`config.mk`:
```
export PLATFORM = sky130hd
export DESIGN_NAME = pszt_ctrl
export DESIGN_NICKNAME = d
export VERILOG_FILES = /design/src/pszt_pkg.sv /design/src/pszt_ctrl.sv
export SDC_FILE = /design/constraint.sdc
export NUM_CORES = 1
export LEC_CHECK = 0
export BUFFER_PORTS_ARGS = -buffer_cell sky130_fd_sc_hd__buf_2
export CAP_MARGIN = 20
export CORE_MARGIN = 5
export CORE_UTILIZATION = 30
export CTS_BUF_LIST = sky130_fd_sc_hd__clkbuf_16
export CTS_CLUSTER_DIAMETER = 50
export CTS_CLUSTER_SIZE = 24
export DETAILED_ROUTE_END_ITERATION = 6
export PLACE_DENSITY = 0.6
export SYNTH_ARGS = -nofsm -noshare
export SYNTH_HDL_FRONTEND = slang
export SYNTH_SLANG_ARGS = --single-unit
```
`constraint.sdc`:
```
create_clock -name clk -period 1.1 [get_ports clk]
set_clock_uncertainty 0.05 [all_clocks]
set_input_delay 0.055 -clock clk [delete_from_list [all_inputs] [get_ports clk]]
set_output_delay 0.055 -clock clk [all_outputs]
set_load 0.01 [all_outputs]
```
`src/pszt_pkg.sv`:
```
// pszt_pkg: shared types and constants of the pair spread z-score trader
// used by pszt_ctrl, pszt_datapath and pair_spread_zscore_trader
package pszt_pkg;

    localparam int WINDOW_LENGTH_DEF = 20;

    localparam int SPREAD_W = 26;
    localparam int SUM_W    = 32;
    localparam int SQSUM_W  = 58;
    localparam int POS_W    = 17;
    localparam int CASH_W   = 48;
    localparam int MUL_W    = 33;
    localparam int PROD_W   = 2 * MUL_W;

    localparam logic [7:0]  ENTRY_RESET = 8'd32;
    localparam logic [7:0]  EXIT_RESET  = 8'd8;
    localparam logic [15:0] QTY_RESET   = 16'd100;
    localparam logic [39:0] CASH_RESET  = 40'd25600000;

    localparam logic [1:0] REG_ENTRY = 2'd0;
    localparam logic [1:0] REG_EXIT  = 2'd1;
    localparam logic [1:0] REG_QTY   = 2'd2;
    localparam logic [1:0] REG_CASH  = 2'd3;

    localparam logic [1:0] SIG_NONE       = 2'd0;
    localparam logic [1:0] SIG_SHORT_LONG = 2'd1;
    localparam logic [1:0] SIG_LONG_SHORT = 2'd2;
    localparam logic [1:0] SIG_CLOSE      = 2'd3;

    localparam logic [1:0] INST_FIRST  = 2'd0;
    localparam logic [1:0] INST_SECOND = 2'd1;

    localparam logic [3:0] MUL_NONE   = 4'd0;
    localparam logic [3:0] MUL_OLD    = 4'd1;
    localparam logic [3:0] MUL_NEW    = 4'd2;
    localparam logic [3:0] MUL_SUM    = 4'd3;
    localparam logic [3:0] MUL_AD     = 4'd4;
    localparam logic [3:0] MUL_ENT_LO = 4'd5;
    localparam logic [3:0] MUL_ENT_HI = 4'd6;
    localparam logic [3:0] MUL_EXT_LO = 4'd7;
    localparam logic [3:0] MUL_EXT_HI = 4'd8;
    localparam logic [3:0] MUL_LEG1   = 4'd9;
    localparam logic [3:0] MUL_LEG2   = 4'd10;

    typedef struct packed {
        logic       latch_in;
        logic       load_levels;
        logic       sub_old;
        logic       push;
        logic       load_d;
        logic       load_v;
        logic       load_a2;
        logic       cmp_entry;
        logic       cmp_exit;
        logic       decide;
        logic       cash_add;
        logic       pos_update;
        logic       out_load;
        logic [3:0] mul_sel;
    } cmd_t;

    typedef struct packed {
        logic both_seen;
        logic fill_ready;
        logic v_zero;
        logic trade;
    } sts_t;

endpackage

```
`src/pszt_ctrl.sv`:
```
// pszt_ctrl: sequencer of the trader, one item at a time
// depends on pszt_pkg; drives the pszt_datapath command struct
module pszt_ctrl
    import pszt_pkg::*;
(
    input  logic clk,
    input  logic rst_n,
    input  logic in_valid,
    output logic in_ready,
    output logic out_valid,
    input  logic out_ready,
    input  sts_t sts,
    output cmd_t cmd
);

    localparam logic [4:0] ST_IDLE   = 5'd0;
    localparam logic [4:0] ST_CHECK  = 5'd1;
    localparam logic [4:0] ST_OLDSQ  = 5'd2;
    localparam logic [4:0] ST_NEWSQ  = 5'd3;
    localparam logic [4:0] ST_PUSH   = 5'd4;
    localparam logic [4:0] ST_SUMSQ  = 5'd5;
    localparam logic [4:0] ST_VAR    = 5'd6;
    localparam logic [4:0] ST_A2     = 5'd7;
    localparam logic [4:0] ST_EHI    = 5'd8;
    localparam logic [4:0] ST_ECMP   = 5'd9;
    localparam logic [4:0] ST_XHI    = 5'd10;
    localparam logic [4:0] ST_XCMP   = 5'd11;
    localparam logic [4:0] ST_DECIDE = 5'd12;
    localparam logic [4:0] ST_TRADE1 = 5'd13;
    localparam logic [4:0] ST_TRADE2 = 5'd14;
    localparam logic [4:0] ST_TRADE3 = 5'd15;
    localparam logic [4:0] ST_OUT    = 5'd16;

    logic [4:0] state_reg, state_next;
    logic       out_valid_reg, out_valid_next;
    logic       out_free;

    assign out_free  = !out_valid_reg || out_ready;
    assign in_ready  = (state_reg == ST_IDLE);
    assign out_valid = out_valid_reg;

    always_comb
    begin
        state_next = state_reg;
        cmd        = '0;
        cmd.mul_sel = MUL_NONE;
        unique case (state_reg)
            ST_IDLE:
            begin
                if (in_valid)
                begin
                    cmd.latch_in = 1'b1;
                    state_next   = ST_CHECK;
                end
            end
            ST_CHECK:
            begin
                cmd.load_levels = 1'b1;
                state_next = sts.both_seen ? ST_OLDSQ : ST_OUT;
            end
            ST_OLDSQ:
            begin
                cmd.mul_sel = MUL_OLD;
                state_next  = ST_NEWSQ;
            end
            ST_NEWSQ:
            begin
                cmd.sub_old = 1'b1;
                cmd.mul_sel = MUL_NEW;
                state_next  = ST_PUSH;
            end
            ST_PUSH:
            begin
                cmd.push   = 1'b1;
                state_next = sts.fill_ready ? ST_SUMSQ : ST_OUT;
            end
            ST_SUMSQ:
            begin
                cmd.load_d  = 1'b1;
                cmd.mul_sel = MUL_SUM;
                state_next  = ST_VAR;
            end
            ST_VAR:
            begin
                cmd.load_v  = 1'b1;
                cmd.mul_sel = MUL_AD;
                state_next  = ST_A2;
            end
            ST_A2:
            begin
                cmd.load_a2 = 1'b1;
                cmd.mul_sel = MUL_ENT_LO;
                state_next  = sts.v_zero ? ST_OUT : ST_EHI;
            end
            ST_EHI:
            begin
                cmd.mul_sel = MUL_ENT_HI;
                state_next  = ST_ECMP;
            end
            ST_ECMP:
            begin
                cmd.cmp_entry = 1'b1;
                cmd.mul_sel   = MUL_EXT_LO;
                state_next    = ST_XHI;
            end
            ST_XHI:
            begin
                cmd.mul_sel = MUL_EXT_HI;
                state_next  = ST_XCMP;
            end
            ST_XCMP:
            begin
                cmd.cmp_exit = 1'b1;
                state_next   = ST_DECIDE;
            end
            ST_DECIDE:
            begin
                cmd.decide = 1'b1;
                state_next = sts.trade ? ST_TRADE1 : ST_OUT;
            end
            ST_TRADE1:
            begin
                cmd.mul_sel = MUL_LEG1;
                state_next  = ST_TRADE2;
            end
            ST_TRADE2:
            begin
                cmd.cash_add = 1'b1;
                cmd.mul_sel  = MUL_LEG2;
                state_next   = ST_TRADE3;
            end
            ST_TRADE3:
            begin
                cmd.cash_add   = 1'b1;
                cmd.pos_update = 1'b1;
                state_next     = ST_OUT;
            end
            ST_OUT:
            begin
                if (out_free)
                begin
                    cmd.out_load = 1'b1;
                    state_next   = ST_IDLE;
                end
            end
            default:
            begin
                state_next = ST_IDLE;
            end
        endcase
    end

    always_comb
    begin
        out_valid_next = out_valid_reg;
        if (cmd.out_load)
        begin
            out_valid_next = 1'b1;
        end
        else if (out_ready)
        begin
            out_valid_next = 1'b0;
        end
    end

    always_ff @(posedge clk or negedge rst_n)
    begin
        if (!rst_n)
        begin
            state_reg     <= ST_IDLE;
            out_valid_reg <= 1'b0;
        end
        else
        begin
            state_reg     <= state_next;
            out_valid_reg <= out_valid_next;
        end
    end

endmodule

```
# Word-level counts from Yosys, hierarchy flattened

Index checks and enable logic that the tools add are counted.

Register bits: 6
Output and inout port bits: 19
Logic and storage cells: 51
Bits of input ports: 8

Equality and inequality tests: 18
Multiplexer cells: 25
Reductions and logical operators: 6

Operators by type and width:

| cell                                                                  | number |
|---|---|
| 5-bit one-hot mux with 17 select lines                                | 1 |
| 5-bit by 4-bit equality test with 1-bit output, second input constant | 8 |
| 4-bit one-hot mux with 10 select lines                                | 1 |
| 5-bit 2-to-1 mux                                                      | 6 |
| 5-bit by 3-bit equality test with 1-bit output, second input constant | 4 |
| 1-bit 2-to-1 mux                                                      | 17 |
| 5-bit by 2-bit equality test with 1-bit output, second input constant | 2 |
| 5-bit by 1-bit equality test with 1-bit output, second input constant | 1 |
| 5-bit equality test, second input constant                            | 1 |
| 5-bit logical NOT                                                     | 1 |
| 2-bit != test, second input constant                                  | 2 |
| 2-bit AND reduction                                                   | 1 |
| 2-bit nonzero test                                                    | 1 |
| 2-bit OR reduction                                                    | 1 |
| 1-bit logical NOT                                                     | 1 |
| 1-bit logical OR                                                      | 1 |

# Longest topological paths before layout

Gate-level depths: netlist (run 1).

Word-level depth: 5
Depth in mapped cells: 5
Gate-level depth less buffers: 3

# Worst setup path before layout (run 1)

Ideal clock, no wire load.

Path kind: reg2out
Start: register state_reg[3]
End: output cmd[16] (netlist bit)
Buffers on the path: 1
Slack: -0.163 ns
Arrival: 1.158 ns
Cell stages (with the launch flop): 4
Required time: 0.995 ns
Cell sequence: dfrtp_1 -> buf_4 -> or3_4 -> nor4_2

RTL lines:

| what                   | line             | RTL |
|---|---|---|
| start, declared        | pszt_ctrl.sv:34  | `logic [4:0] state_reg, state_next;` |
| start signal, assigned | pszt_ctrl.sv:175 | `state_reg <= state_next;` |
| end, declared          | pszt_ctrl.sv:13  | `output cmd_t cmd` |

==> results of run 1 <==
critical path, delay by kind of cell (launching register included):
kind	cells	cell delay, ns
buf+inv	1	0.14
simple gates	1	0.37
compound gates	2	0.33
flops	1	0.46
cell usage after synthesis (3+ instances only):
master,n
nand2_1,5
buf_2,5
a21oi_1,7
buf_4,5
inv_1,3
dfrtp_1,6
nand3_1,3
nor2_1,7
nand2b_1,6
nor4_1,4
final timing paths:
| kind | start | endpoint | slack (ns) |
|---|---|---|---|
| setup / recovery | state_reg[0] | cmd[0] | -0.53 |
| hold / removal | out_ready | out_valid | 0.09 |
| setup reg to reg | state_reg[2] | state_reg[4] | -0.32 |
| hold reg to reg | state_reg[4] | state_reg[1] | 0.58 |
| max in group asynchronous | rst_n | state_reg[3] | 0.70 |
| min in group asynchronous | rst_n | out_valid | 0.14 |
repair_timing:
action | 4_1_cts | 5_1_grt
pin swaps | 8 | 12
gates resized for setup | 28 | 28
cloned | 0 | 1
hold endpoints to repair | 6 | 0
hold buffers | 1 | 0
setup endpoints to repair | 24 | 24
buffers inserted | 5 | 9
layer usage:
metal	vias up	part of all wire
met1	392	0.43
met5	-	0
li1	416	-
met4	0	0.0083
met3	2	0.038
met2	18	0.53
report_power, final:
part | switching (mW) | total [mW] | internal [mW]
combinational | 1.16 | 2.41 | 1.26
clock | 0.113 | 0.579 | 0.466
sequential | 0.144 | 0.456 | 0.312
layout make-up:
type / instances / area share
Sequential cell: 6 / 0.112
Tap cell: 28 / 0.0251
Multi-Input combinational cell: 64 / 0.457
Inverter: 4 / 0.0107
Clock buffer: 3 / 0.0537
Timing Repair Buffer: 60 / 0.342
cell families after synthesis:
logic type	Yosys count	synth area share
simple gates	43	0.392
compound gates	20	0.230
buf+inv	15	0.135
flops	6	0.228
mux	1	0.0152
per-stage QoR:
stage,utilization,hold slack (ns)
floorplan,-,-0.291
global placement,0.446,-0.168
detailed placement,0.446,-0.166
CTS,0.556,0.0925
global route,0.651,0.106
finish,0.651,0.0906
==> flow_metrics.env, run 1 <==
export IMPL_clkSinkCount=6
export IMPL_drc=0
export IMPL_antenna_found_initial=0
export IMPL_fillerInstances=166
export IMPL_clk_path_buf_depth=2
export IMPL_stdcell_area_um2=1400
export IMPL_finalWorstSetupSlack_ns=-0.530
export IMPL_use_met1=0.178
export IMPL_worstPathMaxFanout=7
export IMPL_path_cells="or3b_1, a21o_1, a21oi_2, buf_2"
export IMPL_synth_top_area_frac=0.228
export IMPL_layoutNonFillerInstCount=165
export IMPL_regArea_um2=156
export IMPL_dieWidth_um=56.8
export IMPL_powerDensity_nw_per_um2=2470
export IMPL_largest_register_ffs=5
export IMPL_post_route_min_period_ns=1.63
export IMPL_core_um2=2150
export IMPL_antenna_cells=0
export IMPL_yosysTopAreaCell="dfrtp_1"
export IMPL_post_dp_hpwl_um=1420
export IMPL_fin_crit_sh=1.48
export IMPL_grt_pass1_wl_um=3460
export IMPL_cts_buffers=3
export IMPL_wl_per_cell_um=14.5
export IMPL_leakage_nw=0.622
export IMPL_layout_commonest_cell="buf_2"
export IMPL_groute_layer_met2_usage=0.213
export IMPL_io_pin_count=27
export IMPL_overflow=0
export IMPL_postRouteAntennaNets=0
export IMPL_start_util=0.306
export IMPL_multiInputGateArea_um2=638
export IMPL_fin_nets=147
export IMPL_post_place_ws_ns=-0.240
export IMPL_maxSlewHeadroom=0.776
export IMPL_layout_drive_gt1_share=0.774
export IMPL_clock_latency_ns=0.23
export IMPL_first_pass_iters=4
export IMPL_end_kind="output pin"
export IMPL_critPathLaunchType="register"
export IMPL_synthArstFlopShare=1.00
export IMPL_status="finished, violations left"
export IMPL_synth_seq_area_share=0.228
export IMPL_grt_max_degree=14
export IMPL_synth_nets=93
export IMPL_crit_path_max_incr_delay_ns=0.46
export IMPL_whs_path_depth=3
export IMPL_cts_tree="yes"
export IMPL_synth_edf_count=0
export IMPL_synth_seq_cells=6
export IMPL_avgViaCountPerCell=5.02
export IMPL_die_area_um2=3230
export IMPL_violations="setup timing"
export IMPL_areaGrowthSynthToFinish_pct=112
export IMPL_ir_worst_vdd_mv=1.25
export IMPL_synth_avg_cell_area_um2=7.74
export IMPL_grt_pass1_vias=777
export IMPL_use_met3=0.0115
export IMPL_gr_max_usage_layer="met2"
export IMPL_crit_arrival_ns=1.53
export IMPL_slowest_stage="dfrtp_2"
export IMPL_cap_violations=0
export IMPL_required_ns=1.00
export IMPL_h_tree_depth=1
export IMPL_setup_viol=24
export IMPL_synth_top_flop_cell="dfrtp_1"
export IMPL_die_y_um=56.8
export IMPL_holdCritPathClass="in -> reg"
export IMPL_num_vias=828
export IMPL_cts_root_buffer="clkbuf_16"
export IMPL_most_common_layout_cells="buf_2, buf_4, buf_6"
export IMPL_io_buffers=26
export IMPL_dpl_cell_area_um2=957
export IMPL_fmax_ghz=0.613
export IMPL_rr_worst_depth=5
export IMPL_tns_ns=-8.21
export IMPL_synth_area_top_cells="dfrtp_1, buf_4, nand2b_1"
export IMPL_syn_area_um2=658
export IMPL_synth_cell_types=39
export IMPL_synth_cells=85
export IMPL_rsz0062_at_grt="yes"
export IMPL_slew_viol_final=0
export IMPL_drtIter0Drc=19
export IMPL_hold_viol=0
export IMPL_tightestPinTransition_ns=0.330
export IMPL_gp_congestion=0.773
export IMPL_path_clk_slew_ns=0.03
export IMPL_yosys_warnings=0
export IMPL_critical_path_class="reg -> out"
export IMPL_grt_usage=0.134
export IMPL_power_mw=3.45
export IMPL_placed_cells=147
export IMPL_finalWirelength_um=2400
export IMPL_row_count=17
No activity file was read; power rests on OpenSTA's default activity.
==> run 2: changes to the inputs <==
CAP_MARGIN = 10   (was 20)
CORE_MARGIN = 10   (was 5)
CORE_UTILIZATION = 42   (was 30)
PLACE_DENSITY = 0.78   (was 0.6)
==> run 2 against run 1 <==
  * The run still ends with setup timing left
  * Via count rose by 20%
  * Critical path depth did not move
  * Global-route usage rose by 4.7 points
  * Count of clock-buffer cells in the layout did not move
  * Setup slack got worse by 0.13 ns
  * Hold slack improved by 0.014 ns
  * Core utilization rose by 31 points
  * Combinational power rose by 21%
  * Sequential power rose by 2%
  * Die area rose by 9.9%
  * Critical endpoint unchanged
==> flow_metrics.env, run 2 (same netlist as run 1, synthesis figures left out) <==
export IMPL_rsz0062_at_grt="yes"
export IMPL_clock_latency_ns=0.24
export IMPL_largest_register_ffs=5
export IMPL_h_tree_depth=1
export IMPL_grt_pass1_wl_um=4890
export IMPL_cts_tree="yes"
export IMPL_slowest_stage="dfrtp_2"
export IMPL_crit_path_max_incr_delay_ns=0.46
export IMPL_p_int_mw=2.26
export IMPL_fin_util=0.960
export IMPL_leakage_nw=0.653
export IMPL_avgViaCountPerCell=6.35
export IMPL_clkPwrFrac=0.155
export IMPL_r2r_start="state_reg[2]"
export IMPL_antenna_found_initial=0
export IMPL_drtIter0Drc=62
export IMPL_holdCritPathClass="in -> reg"
export IMPL_most_common_layout_cells="buf_2, buf_4, buf_6"
export IMPL_status="finished, violations left"
export IMPL_clkSinkCount=6
export IMPL_path_cells="or3b_4, a21o_1, a21oi_2, buf_2"
export IMPL_cap_violations=0
export IMPL_layoutNonFillerInstCount=156
export IMPL_crit_arrival_ns=1.66
export IMPL_fin_nets=150
export IMPL_layout_drive_gt1_share=0.786
export IMPL_grt_max_degree=10
export IMPL_end_kind="output pin"
export IMPL_grt_pass1_vias=951
export IMPL_first_pass_iters=4
export IMPL_switching_share=0.435
export IMPL_row_count=14
export IMPL_dieWidth_um=59.6
export IMPL_r2r_slack_ns=-0.49
export IMPL_post_route_min_period_ns=1.76
export IMPL_io_pin_count=27
export IMPL_whs_endpoint="state_reg[4]"
export IMPL_regArea_um2=156
export IMPL_grt_usage=0.181
export IMPL_core_um2=1490
export IMPL_num_vias=991
export IMPL_antenna_cells=0
export IMPL_worst_r2r_endpoint="state_reg[4]"
export IMPL_finalWorstSetupSlack_ns=-0.662
export IMPL_areaGrowthSynthToFinish_pct=117
export IMPL_layout_commonest_cell="buf_2"
export IMPL_io_buffers=26
export IMPL_slew_viol_final=0
export IMPL_fmax_ghz=0.567
export IMPL_path_clk_slew_ns=0.04
export IMPL_rr_worst_depth=6
export IMPL_critPathLaunchType="register"
export IMPL_maxSlewHeadroom=0.813
export IMPL_combPwrFrac=0.728
export IMPL_wl_per_cell_um=25.2
export IMPL_tns_ns=-10.62
export IMPL_overflow=0
export IMPL_placed_cells=135
export IMPL_worstPathMaxFanout=6
export IMPL_post_dp_hpwl_um=1700
export IMPL_fillerInstances=32
export IMPL_whs_path_depth=3
export IMPL_cts_buffers=3
export IMPL_clk_path_buf_depth=2
export IMPL_fin_crit_sh=1.60
export IMPL_start_util=0.442
export IMPL_drc=0
export IMPL_multiInputGateArea_um2=657
export IMPL_required_ns=1.00
export IMPL_die_y_um=59.6
export IMPL_worstHoldStart="sts[1]"
export IMPL_powerDensity_nw_per_um2=2800
export IMPL_finalWirelength_um=3930
export IMPL_setup_viol=24
export IMPL_hold_viol=0
export IMPL_postRouteAntennaNets=0
export IMPL_gp_congestion=0.750
export IMPL_tightestPinTransition_ns=0.277
export IMPL_violations="setup timing"
export IMPL_critical_path_class="reg -> out"
export IMPL_die_area_um2=3550
export IMPL_p_sw_mw=1.74
export IMPL_cts_root_buffer="clkbuf_16"
export IMPL_ir_worst_vdd_mv=1.78
export IMPL_seq_power_share=0.116
run 2: how the worst max path moves through the flow:
stage / slack, ns / cells after the start / to / from
floorplan: -0.13 / 3 / cmd[16] / state_reg[3]
CTS: -0.50 / 4 / cmd[0] / state_reg[2]
detailed placement: -0.30 / 4 / state_reg[3] / state_reg[2]
global placement: -0.27 / 4 / state_reg[0] / state_reg[2]
global route: -0.69 / 4 / cmd[0] / state_reg[1]
finish: -0.66 / 4 / cmd[0] / state_reg[1]
run 2: layer usage:
layer | wire length, um | GRT usage | part of all wire
met5 | 0 | 0 | 0
met4 | 208 | 0.103 | 0.053
met3 | 343 | 0.0429 | 0.087
met2 | 1960 | 0.303 | 0.50
met1 | 1420 | 0.203 | 0.36
run 2: repair_timing:
action | 4_1_cts | 5_1_grt
gates resized for setup | 37 | 24
buffers inserted | 13 | 8
endpoints found under the setup margin | 24 | 24
gates cloned | 1 | 0
hold buffers | 1 | 0
hold endpoints to repair | 6 | 0
pin swaps | 12 | 7
run 2: final cells by class:
type	instances	share of cell area
clock buffer	3	0.0525
inverter	4	0.0105
multi-input combinational	64	0.460
sequential	6	0.109
tap	16	0.0140
timing repair buffer	63	0.354
run 2: metrics by stage:
step	power, mW	worst slack (ns)	hold WS [ns]	instance area (um2)
after floorplan	1.56	-0.125	-0.291	741
after global placement	2.02	-0.275	-0.171	942
after detailed placement	2.08	-0.296	-0.166	942
after CTS	3.45	-0.498	0.0956	1310
after global routing	4.15	-0.693	0.132	1430
final	4.01	-0.662	0.104	1430
run 2: worst max-delay path, delay by kind of cell, from the launching register on:
family	cells	cell delay, ns
AO/OA/AOI/OAI	2	0.37
flip-flops	1	0.46
AND/OR/NAND/NOR	1	0.41
buffers and inverters	1	0.18
run 2: power groups by stage:
stage	registers, mW	clock network, mW	logic (mW)
final	0.466	0.623	2.92
after global routing	0.469	0.632	3.04
after CTS	0.457	0.599	2.40
after detailed placement	0.419	0	1.66
after global placement	0.404	0	1.61
after floorplan	0.362	0	1.19
